File: config.mk
export PLATFORM = sky130hd
export DESIGN_NAME = sha256_stream_hash
export DESIGN_NICKNAME = d
export VERILOG_FILES = /design/src/sha256_pkg.sv /design/src/sha256_round.sv /design/src/sha256_stream_hash.sv
export SDC_FILE = /design/constraint.sdc
export NUM_CORES = 2
export LEC_CHECK = 0
export BUFFER_PORTS_ARGS = -buffer_cell sky130_fd_sc_hd__buf_2
export CAP_MARGIN = 20
export CORE_ASPECT_RATIO = 0.9
export CORE_MARGIN = 3
export CORE_UTILIZATION = 64
export CTS_BUF_LIST = sky130_fd_sc_hd__clkbuf_4 sky130_fd_sc_hd__clkbuf_8
export DETAILED_ROUTE_END_ITERATION = 12
export PLACE_DENSITY = 0.8
export REMOVE_ABC_BUFFERS = 1
export SYNTH_ARGS = -nofsm -noshare
export SYNTH_HDL_FRONTEND = slang
export SYNTH_HIERARCHICAL = 1
export SYNTH_SLANG_ARGS = --single-unit
File: constraint.sdc
create_clock -name clk -period 19.5 [get_ports clk]
set_input_delay 1.95 -clock clk [delete_from_list [all_inputs] [get_ports clk]]
set_output_delay 1.95 -clock clk [all_outputs]
set_load 0.05 [all_outputs]
File: src/sha256_pkg.sv
// Package with SHA-256 constants, round-constant table, initial hash values and a rotate function.
`default_nettype none
package sha256_pkg;

    localparam logic [7:0] PAD_MARK = 8'h80;
    localparam logic [5:0] LEN_POS  = 6'd56;

    localparam logic CMD_ABSORB = 1'b0;
    localparam logic CMD_FINISH = 1'b1;

    typedef enum logic [2:0] {
        ST_IDLE,
        ST_LOAD,
        ST_ROUND,
        ST_FOLD,
        ST_PAD,
        ST_EMIT
    } state_t;

    function automatic logic [31:0] round_k(input logic [5:0] idx);
        logic [31:0] k;
        begin
            unique case (idx)
                6'd0: k = 32'h428a2f98; 6'd1: k = 32'h71374491; 6'd2: k = 32'hb5c0fbcf;
                6'd3: k = 32'he9b5dba5; 6'd4: k = 32'h3956c25b; 6'd5: k = 32'h59f111f1;
                6'd6: k = 32'h923f82a4; 6'd7: k = 32'hab1c5ed5; 6'd8: k = 32'hd807aa98;
                6'd9: k = 32'h12835b01; 6'd10: k = 32'h243185be; 6'd11: k = 32'h550c7dc3;
                6'd12: k = 32'h72be5d74; 6'd13: k = 32'h80deb1fe; 6'd14: k = 32'h9bdc06a7;
                6'd15: k = 32'hc19bf174; 6'd16: k = 32'he49b69c1; 6'd17: k = 32'hefbe4786;
                6'd18: k = 32'h0fc19dc6; 6'd19: k = 32'h240ca1cc; 6'd20: k = 32'h2de92c6f;
                6'd21: k = 32'h4a7484aa; 6'd22: k = 32'h5cb0a9dc; 6'd23: k = 32'h76f988da;
                6'd24: k = 32'h983e5152; 6'd25: k = 32'ha831c66d; 6'd26: k = 32'hb00327c8;
                6'd27: k = 32'hbf597fc7; 6'd28: k = 32'hc6e00bf3; 6'd29: k = 32'hd5a79147;
                6'd30: k = 32'h06ca6351; 6'd31: k = 32'h14292967; 6'd32: k = 32'h27b70a85;
                6'd33: k = 32'h2e1b2138; 6'd34: k = 32'h4d2c6dfc; 6'd35: k = 32'h53380d13;
                6'd36: k = 32'h650a7354; 6'd37: k = 32'h766a0abb; 6'd38: k = 32'h81c2c92e;
                6'd39: k = 32'h92722c85; 6'd40: k = 32'ha2bfe8a1; 6'd41: k = 32'ha81a664b;
                6'd42: k = 32'hc24b8b70; 6'd43: k = 32'hc76c51a3; 6'd44: k = 32'hd192e819;
                6'd45: k = 32'hd6990624; 6'd46: k = 32'hf40e3585; 6'd47: k = 32'h106aa070;
                6'd48: k = 32'h19a4c116; 6'd49: k = 32'h1e376c08; 6'd50: k = 32'h2748774c;
                6'd51: k = 32'h34b0bcb5; 6'd52: k = 32'h391c0cb3; 6'd53: k = 32'h4ed8aa4a;
                6'd54: k = 32'h5b9cca4f; 6'd55: k = 32'h682e6ff3; 6'd56: k = 32'h748f82ee;
                6'd57: k = 32'h78a5636f; 6'd58: k = 32'h84c87814; 6'd59: k = 32'h8cc70208;
                6'd60: k = 32'h90befffa; 6'd61: k = 32'ha4506ceb; 6'd62: k = 32'hbef9a3f7;
                default: k = 32'hc67178f2;
            endcase
            return k;
        end
    endfunction

    function automatic logic [31:0] initial_hash(input logic [2:0] idx);
        logic [31:0] h;
        begin
            unique case (idx)
                3'd0: h = 32'h6a09e667; 3'd1: h = 32'hbb67ae85;
                3'd2: h = 32'h3c6ef372; 3'd3: h = 32'ha54ff53a;
                3'd4: h = 32'h510e527f; 3'd5: h = 32'h9b05688c;
                3'd6: h = 32'h1f83d9ab; default: h = 32'h5be0cd19;
            endcase
            return h;
        end
    endfunction

    function automatic logic [31:0] ror32(input logic [31:0] x, input int n);
        return (x >> n) | (x << (32 - n));
    endfunction

endpackage
`default_nettype wire

File: src/sha256_round.sv
// One SHA-256 compression round on the working variables.
`default_nettype none
module sha256_round
(
    input  wire logic [255:0] vars,
    input  wire logic [31:0]  k,
    input  wire logic [31:0]  w,
    output logic      [255:0] vars_out
);
    import sha256_pkg::*;

    logic [31:0] a, b, c, d, e, f, g, h;
    logic [31:0] t1, t2;

    always_comb
    begin
        {a, b, c, d, e, f, g, h} = vars;
        t1 = h + (ror32(e, 6) ^ ror32(e, 11) ^ ror32(e, 25)) + ((e & f) ^ (~e & g)) + k + w;
        t2 = (ror32(a, 2) ^ ror32(a, 13) ^ ror32(a, 22)) + ((a & b) ^ (a & c) ^ (b & c));
        vars_out = {t1 + t2, a, b, c, d + t1, e, f, g};
    end

endmodule
`default_nettype wire

File: src/sha256_stream_hash.sv
// Top level of the byte-stream SHA-256 engine.
`default_nettype none
// An absorb word is taken while the engine is idle; its byte is merged into a
// word register and each full word lands in a 16x32 block memory with a
// registered read port. When the 64th byte of a block lands, the input stalls
// while the block is read into the 16-entry schedule ring, the rounds run, and
// the working variables are folded into the eight chaining registers. A finish
// word with n bytes buffered writes the padding one byte per cycle and then
// compresses the block; when n is 56 or more, a second block of padding is
// written and compressed. The eight digest words then leave h0 first, one per
// cycle in which the sink does not stall, and the input stays stalled until the
// last one is taken.
module sha256_stream_hash
(
    input  wire logic        clk,
    input  wire logic        rst_n,
    input  wire logic        in_valid,
    output logic             in_stall,
    input  wire logic        command,
    input  wire logic [7:0]  data_byte,
    output logic             out_valid,
    input  wire logic        out_stall,
    output logic      [31:0] digest_word,
    output logic      [2:0]  word_index,
    output logic             last_word
);
    import sha256_pkg::*;

    // Block memory of 32-bit big-endian words; bytes merged in a word register.
    logic [31:0] chain_reg [8];
    logic [31:0] wring_reg [16];
    logic [31:0] blk_mem [16];

    state_t      state_reg, state_next;
    logic [5:0]  nbytes_reg, nbytes_next;
    logic [63:0] bits_reg, bits_next;
    logic [63:0] plen_reg, plen_next;
    logic [6:0]  cnt_reg, cnt_next;
    logic        finishing_reg, finishing_next;
    logic        pad_len_reg, pad_len_next;
    logic [31:0] acc_reg, acc_next;
    logic [255:0] vars_reg, vars_next, round_out;
    logic [31:0] wcur;
    logic [31:0] blk_rd_reg;
    logic        blk_we;
    logic [3:0]  blk_wa;
    logic [31:0] blk_wd;
    logic [3:0]  blk_ra;
    logic        push;
    logic [7:0]  push_byte;
    logic [7:0]  byte_in;
    logic        chain_init;
    logic        chain_fold;
    logic [31:0] w15, w2, s0, s1;

    sha256_round u_round
    (
        .vars     (vars_reg),
        .k        (round_k(cnt_reg[5:0])),
        .w        (wcur),
        .vars_out (round_out)
    );

    assign w15 = wring_reg[1];
    assign w2  = wring_reg[14];
    assign s0  = ror32(w15, 7) ^ ror32(w15, 18) ^ (w15 >> 3);
    assign s1  = ror32(w2, 17) ^ ror32(w2, 19) ^ (w2 >> 10);
    assign wcur = (cnt_reg < 7'd16) ? wring_reg[0] : wring_reg[0] + s0 + wring_reg[9] + s1;

    // The length goes into the last eight bytes only of the block that holds the mark
    // below byte 56 or that follows a block whose mark sat too late.
    always_comb
    begin
        if (cnt_reg == 7'd0)
            push_byte = PAD_MARK;
        else if (pad_len_reg && nbytes_reg >= LEN_POS)
            push_byte = plen_reg[{~nbytes_reg[2:0], 3'b000} +: 8];
        else
            push_byte = 8'h00;
    end

    assign byte_in = (state_reg == ST_IDLE) ? data_byte : push_byte;

    always_comb
    begin
        state_next     = state_reg;
        nbytes_next    = nbytes_reg;
        bits_next      = bits_reg;
        plen_next      = plen_reg;
        cnt_next       = cnt_reg;
        finishing_next = finishing_reg;
        pad_len_next   = pad_len_reg;
        acc_next       = acc_reg;
        vars_next      = vars_reg;
        push           = 1'b0;
        chain_init     = 1'b0;
        chain_fold     = 1'b0;
        unique case (state_reg)
            ST_IDLE:
            begin
                if (in_valid)
                begin
                    if (command == CMD_ABSORB)
                    begin
                        push      = 1'b1;
                        bits_next = bits_reg + 64'd8;
                    end
                    else
                    begin
                        plen_next      = bits_reg;
                        finishing_next = 1'b1;
                        pad_len_next   = 1'b0;
                        cnt_next       = 7'd0;
                        state_next     = ST_PAD;
                    end
                end
            end
            ST_PAD:
            begin
                push     = 1'b1;
                cnt_next = 7'd1;
                if (nbytes_reg < LEN_POS)
                    pad_len_next = 1'b1;
            end
            ST_LOAD:
            begin
                // The read issued at count c returns at count c + 1.
                cnt_next = cnt_reg + 7'd1;
                if (cnt_reg == 7'd16)
                begin
                    cnt_next   = 7'd0;
                    vars_next  = {chain_reg[0], chain_reg[1], chain_reg[2], chain_reg[3],
                                  chain_reg[4], chain_reg[5], chain_reg[6], chain_reg[7]};
                    state_next = ST_ROUND;
                end
            end
            ST_ROUND:
            begin
                vars_next = round_out;
                cnt_next  = cnt_reg + 7'd1;
                if (cnt_reg == 7'd63)
                begin
                    cnt_next   = 7'd0;
                    state_next = ST_FOLD;
                end
            end
            ST_FOLD:
            begin
                chain_fold = 1'b1;
                cnt_next   = 7'd0;
                if (!finishing_reg)
                    state_next = ST_IDLE;
                else if (pad_len_reg)
                    state_next = ST_EMIT;
                else
                begin
                    cnt_next   = 7'd1;
                    state_next = ST_PAD;
                end
            end
            ST_EMIT:
            begin
                if (!out_stall)
                begin
                    cnt_next = cnt_reg + 7'd1;
                    if (cnt_reg == 7'd7)
                    begin
                        chain_init     = 1'b1;
                        bits_next      = 64'd0;
                        nbytes_next    = 6'd0;
                        finishing_next = 1'b0;
                        pad_len_next   = 1'b0;
                        cnt_next       = 7'd0;
                        state_next     = ST_IDLE;
                    end
                end
            end
            default:
            begin
                state_next = ST_IDLE;
            end
        endcase

        if (push)
        begin
            acc_next    = {acc_reg[23:0], byte_in};
            nbytes_next = nbytes_reg + 6'd1;
            if (nbytes_reg == 6'd63)
            begin
                cnt_next   = 7'd0;
                state_next = ST_LOAD;
            end
        end
    end

    // The input stalls while the block is read, so no write overlaps a read.
    assign blk_we = push && (nbytes_reg[1:0] == 2'd3);
    assign blk_wa = nbytes_reg[5:2];
    assign blk_wd = {acc_reg[23:0], byte_in};
    assign blk_ra = cnt_reg[3:0];

    always_ff @(posedge clk)
    begin
        if (blk_we)
            blk_mem[blk_wa] <= blk_wd;
        blk_rd_reg <= blk_mem[blk_ra];
    end

    always_ff @(posedge clk)
    begin
        acc_reg  <= acc_next;
        vars_reg <= vars_next;
        plen_reg <= plen_next;
        if (state_reg == ST_LOAD && cnt_reg != 7'd0)
        begin
            for (int i = 0; i < 15; i++)
                wring_reg[i] <= wring_reg[i + 1];
            wring_reg[15] <= blk_rd_reg;
        end
        else if (state_reg == ST_ROUND)
        begin
            for (int i = 0; i < 15; i++)
                wring_reg[i] <= wring_reg[i + 1];
            wring_reg[15] <= wcur;
        end
    end

    always_ff @(posedge clk or negedge rst_n)
    begin
        if (!rst_n)
        begin
            state_reg     <= ST_IDLE;
            nbytes_reg    <= 6'd0;
            bits_reg      <= 64'd0;
            cnt_reg       <= 7'd0;
            finishing_reg <= 1'b0;
            pad_len_reg   <= 1'b0;
            for (int i = 0; i < 8; i++)
                chain_reg[i] <= initial_hash(3'(i));
        end
        else
        begin
            state_reg     <= state_next;
            nbytes_reg    <= nbytes_next;
            bits_reg      <= bits_next;
            cnt_reg       <= cnt_next;
            finishing_reg <= finishing_next;
            pad_len_reg   <= pad_len_next;
            if (chain_init)
            begin
                for (int i = 0; i < 8; i++)
                    chain_reg[i] <= initial_hash(3'(i));
            end
            else if (chain_fold)
            begin
                for (int i = 0; i < 8; i++)
                    chain_reg[i] <= chain_reg[i] + vars_reg[255 - 32 * i -: 32];
            end
        end
    end

    assign in_stall    = (state_reg != ST_IDLE);
    assign out_valid   = (state_reg == ST_EMIT);
    assign digest_word = chain_reg[cnt_reg[2:0]];
    assign word_index  = cnt_reg[2:0];
    assign last_word   = (cnt_reg[2:0] == 3'd7);

endmodule
`default_nettype wire

== Word level (Yosys, flattened, before mapping) ==
Memory sizes are Yosys's and may differ from the RTL's. A register that Yosys moved wholly into a read port is not among the register bits.
Cells that the tools add are included.
Cells by class
  add/subtract/negate cells: 21
  order comparisons: 4
  equal/unequal tests: 19
  shifts and indexed selects: 1
  mux-type cells: 81
  bitwise gates (word level): 45
  reduce and logical (&&, ||, !) cells: 19
Operators by type and width (count)
  $mux 256: 3
  $mux 32: 19
  $add 32x32->32: 18
  $pmux 256 s2: 1
  $xor 32x32->32: 9
  $mux 64: 4
  $and 32x32->32: 5
  $pmux 64 s2: 1
  $bmux 32 s3: 1
  $add 64x4->64 const B: 1
  $shiftx 64x7->8: 1
  $mux 7: 8
  $pmux 7 s6: 1
  $not 32->32: 1
  $or 10x32->32: 1
  $or 13x32->32: 1
  $or 14x32->32: 1
  $or 15x32->32: 1
  $or 19x32->32: 1
  $or 21x32->32: 1
  $or 25x32->32: 1
  $or 26x32->32: 1
  $or 30x32->32: 1
  $or 7x32->32: 1
  other kinds (38): 107
Word-level totals
  register bits: 682
  RAM bits: 1024
  ROM bits: 2048
  bits of input ports: 13
  word-level logic and storage cells: 210
  memories kept: 3
Memory list
  (name not given): words 64, bits a word 32, rd ports 1, clocked after Yosys merged registers in 0, write ports 0, line sha256_pkg.sv:23  | unique case (idx)
  blk_mem: words 16, bits a word 32, rd ports 1, clocked after Yosys merged registers in 1, write ports 1, line sha256_stream_hash.sv:32  | logic [31:0] blk_mem [16];
  wring_reg: words 16, bits a word 32, rd ports 16, clocked after Yosys merged registers in 0, write ports 16, line sha256_stream_hash.sv:31  | logic [31:0] wring_reg [16];

== Logic depth before layout (Yosys ltp) ==
An unclocked memory read counts as a cell.
  word-level depth: 11
  gate-level depth with buffers: 49

== By module ==
The synthesis kept the hierarchy.
By module, submodules not included
  sha256_stream_hash: times used 1, cells an instance 6119, area each 83413.8 µm², sequential area each 50183.1 µm²
  sha256_round: times used 1, cells an instance 1321, area each 11031.8 µm², sequential area each 0.0 µm²

== Least setup slack after synthesis ==
Ideal clock, no wire load.
  kind: register to register
  from: register state_reg[1]
  to: memory wring_reg[0][0] (enable)
  data arrival time: 14.071 ns
  required time: 18.528 ns
  path slack: 4.457 ns
  cell stages (with the launch flop): 8
  buffers on the path: 4
  clock period less this slack: 15.043 ns
  cell sequence: dfrtp_1 clkbuf_1 nor2b_1 nor2b_1 clkbuf_1 clkbuf_1 clkbuf_1 nand2b_1
RTL lines
  start: declaration: line sha256_stream_hash.sv:34  | state_t state_reg, state_next;
  start signal: assignment: line sha256_stream_hash.sv:243  | state_reg <= state_next;
  end: declaration: line sha256_stream_hash.sv:31

==> results.ini <==
[floorplanning]
fp.dieH_microns = 370
start_util_pct = 64.6
pin_count = 51
die-area_sq_mm = 0.152
die_w_microns = 411
core-area_sq_mm = 0.146
rows = 133

[timing]
slew_violations = 0
tns_ns = 0
post-route-period-util_pct = 60.6
rsz0062_at_grt = no
hold_violations = 0
skew_ns = 0.0618
fin_crit_ns = 11.81
tightest_slew_ns = 1.39
relSlewSlack_pct = 7.32
fmax_ghz = 0.0846
setup_viol = 0
whs_ns = 0.392

[synth]
ys_seq_area_share_pct = 53.1
async_flop_share_pct = 19.3
synth_warnings = 6
syn_area_sq_mm = 0.0944
syn-mean-instance-area_sq_um = 12.7
synthCells = 7440
synth_seq_cells = 1732
synth_enable_flop_cells = 1365
ys.flop_type = edfxtp_1
ys_types = 109

[detailed_routing]
ant_nets = 0
drt-initial-drc-count = 7603
firstDrtPassIters = 6
drt-total-wl_mm = 260
wl_per_cell_microns = 27.1
num_vias = 62500
viasPerCell = 6.52
drc = 0

[placement]
hpwl_mm = 180
gp_congestion = 1.03
dpl_cell_area_sq_mm = 0.0956
io_buffers = 50

[setup_path]
critPathSlowestCell = nor3_1
endpoint_kind = register
critPathKind = reg2reg
path_max_fanout = 6
worst-endpoint-required_ns = 20.25
cp_slowest_stage_delay_ns = 0.60
worstPathArrival_ns = 12.57
crit_top_cell = inv_1
cp-start-kind = register

[status]
status = finished, final reports clean

[layout]
design_area_sq_mm = 0.101
layout_common_cells = edfxtp_1, nand2_1, inv_1
syn_to_final_growth_pct = 7.29
mostFrequentLayoutCell = edfxtp_1
nets = 8023
drive_above_1_share_pct = 17.8

[clock_tree]
worstSkewPairLatency_ns = 1.00
clockBufferDepth = 4
cts_buffers = 296
post_cts_buffers = 0
ctsHtreeMaxLevel = 5
cts_tree = done
root_buffer = clkbuf_8
clock-sinks = 1732
hold_buffers = 0
clk_pin_slew_ns = 0.06
cts_resized = 0

[worst_hold_path]
hp-class = reg2reg

[run]
drv_cap = 0

[pwr]
power_density_mw_per_mm2 = 152
vdd_drop_max_v = 0.000222
leakage_uw = 0.0384

[global_route]
grt_pass1_vias = 59800
grt_pass1_wl_mm = 385
grt-ovfl-total = 0
globalRouteTotalUtil_pct = 34.1
grt_start_max_net_pins = 183
antenna_found_initial = 16

[where the power goes]
group / switching (uW) / internal, uW
Clock: 1460 / 1770
Combinational: 4470 / 3080
Sequential: 302 / 4340
Total: 6230 / 9190
[logic make-up (layout without fill, tap and decap cells)]
group | Yosys count | after routing | share of synthesized area [%]
other cells | 0 | 4 | 0
compound gates | 1569 | 1569 | 10.4
simple gates | 1414 | 1414 | 6.95
flops | 1732 | 1732 | 53.1
xor+xnor | 613 | 613 | 5.72
fa+ha+maj | 623 | 623 | 9.72
buf+inv | 930 | 1118 | 4.50
mux | 559 | 559 | 9.54
[area by class of cell]
cell class | count | area, sq um
Inverter | 468 | 1760
Timing Repair Buffer | 143 | 1020
Clock inverter | 98 | 647
Clock buffer | 409 | 5040
Sequential cell | 1732 | 50200
Fill cell | 10100 | 44900
Tap cell | 1957 | 2450
Multi-Input combinational cell | 4778 | 40200
Antenna cell | 4 | 10.0
[path summary, 6_finish.rpt]
path / start / endpoint / slack [ns] / cells past startpoint
worst max-delay path: wring_reg[1][210]$_DFFE_PP_ / vars_reg[127]$_DFFE_PP_ / 7.69 / 45
worst min-delay path: wring_reg[1][71]$_DFFE_PP_ / wring_reg[1][39]$_DFFE_PP_ / 0.39 / 0
worst max register to register: wring_reg[1][210]$_DFFE_PP_ / vars_reg[127]$_DFFE_PP_ / 7.69 / 45
worst min register to register: wring_reg[1][71]$_DFFE_PP_ / wring_reg[1][39]$_DFFE_PP_ / 0.39 / 0
max in group asynchronous: rst_n / chain_reg[2]$_DFFE_PN0P_ / 17.15 / 2
min in group asynchronous: rst_n / bits_reg[50]$_DFFE_PN0P_ / 0.96 / 1
[cell usage after synthesis, types with 37 or more instances]
master | n | area [sq um]
a211oi_1 | 46 | 345
a21o_1 | 195 | 1460
a21oi_1 | 460 | 2300
a31oi_1 | 62 | 388
and3_1 | 45 | 282
buf_4 | 195 | 1460
clkbuf_1 | 225 | 845
dfrtp_1 | 199 | 4980
dfstp_2 | 136 | 3570
edfxtp_1 | 1365 | 41000
fa_1 | 195 | 3900
ha_1 | 396 | 4950
inv_1 | 466 | 1750
mux2_2 | 297 | 3340
mux4_2 | 243 | 5470
nand2_1 | 468 | 1760
nand2b_1 | 63 | 394
nand3_1 | 136 | 681
nand4_1 | 52 | 325
nor2_1 | 396 | 1490
nor2b_1 | 41 | 257
nor3_1 | 94 | 470
o211ai_1 | 40 | 300
o21a_1 | 47 | 353
o21ai_0 | 413 | 2070
o21bai_1 | 57 | 428
o31ai_1 | 37 | 278
xnor2_1 | 393 | 3440
xor2_1 | 218 | 1910
[worst max-delay path: cells and delay by family (launching register included)]
kind / cells / cell delay, ns
AO/OA/AOI/OAI: 13 / 3.45
AND/OR/NAND/NOR: 10 / 2.17
XOR/XNOR: 5 / 1.08
adder cells (fa/ha/maj): 9 / 3.64
multiplexers: 1 / 0.26
flip-flops: 1 / 0.49
buffers and inverters: 7 / 0.47
[per-layer routing]
| layer | routed length, microns | track usage (%) |
|---|---|---|
| met1 | 109000 | 51.7 |
| met3 | 30200 | 8.21 |
| met5 | 13 | 0 |
| met2 | 113000 | 48.8 |
| met4 | 8140 | 10.9 |
[through the flow]
stage / instances / util (%) / setup WS [ns] / total power, uW
6_report: 9589 / 69.3 / 7.69 / 15400
5_1_grt: 9588 / 69.3 / 7.15 / 16300
4_1_cts: 9581 / 69.2 / 8.02 / 15300
3_5_place_dp: 9074 / 65.4 / 8.05 / 12000
3_3_place_gp: 9072 / 65.4 / 8.22 / 11900
2_1_floorplan: 6978 / - / -5.90 / 10300
Note: power is estimated with default switching activity, not from simulation.
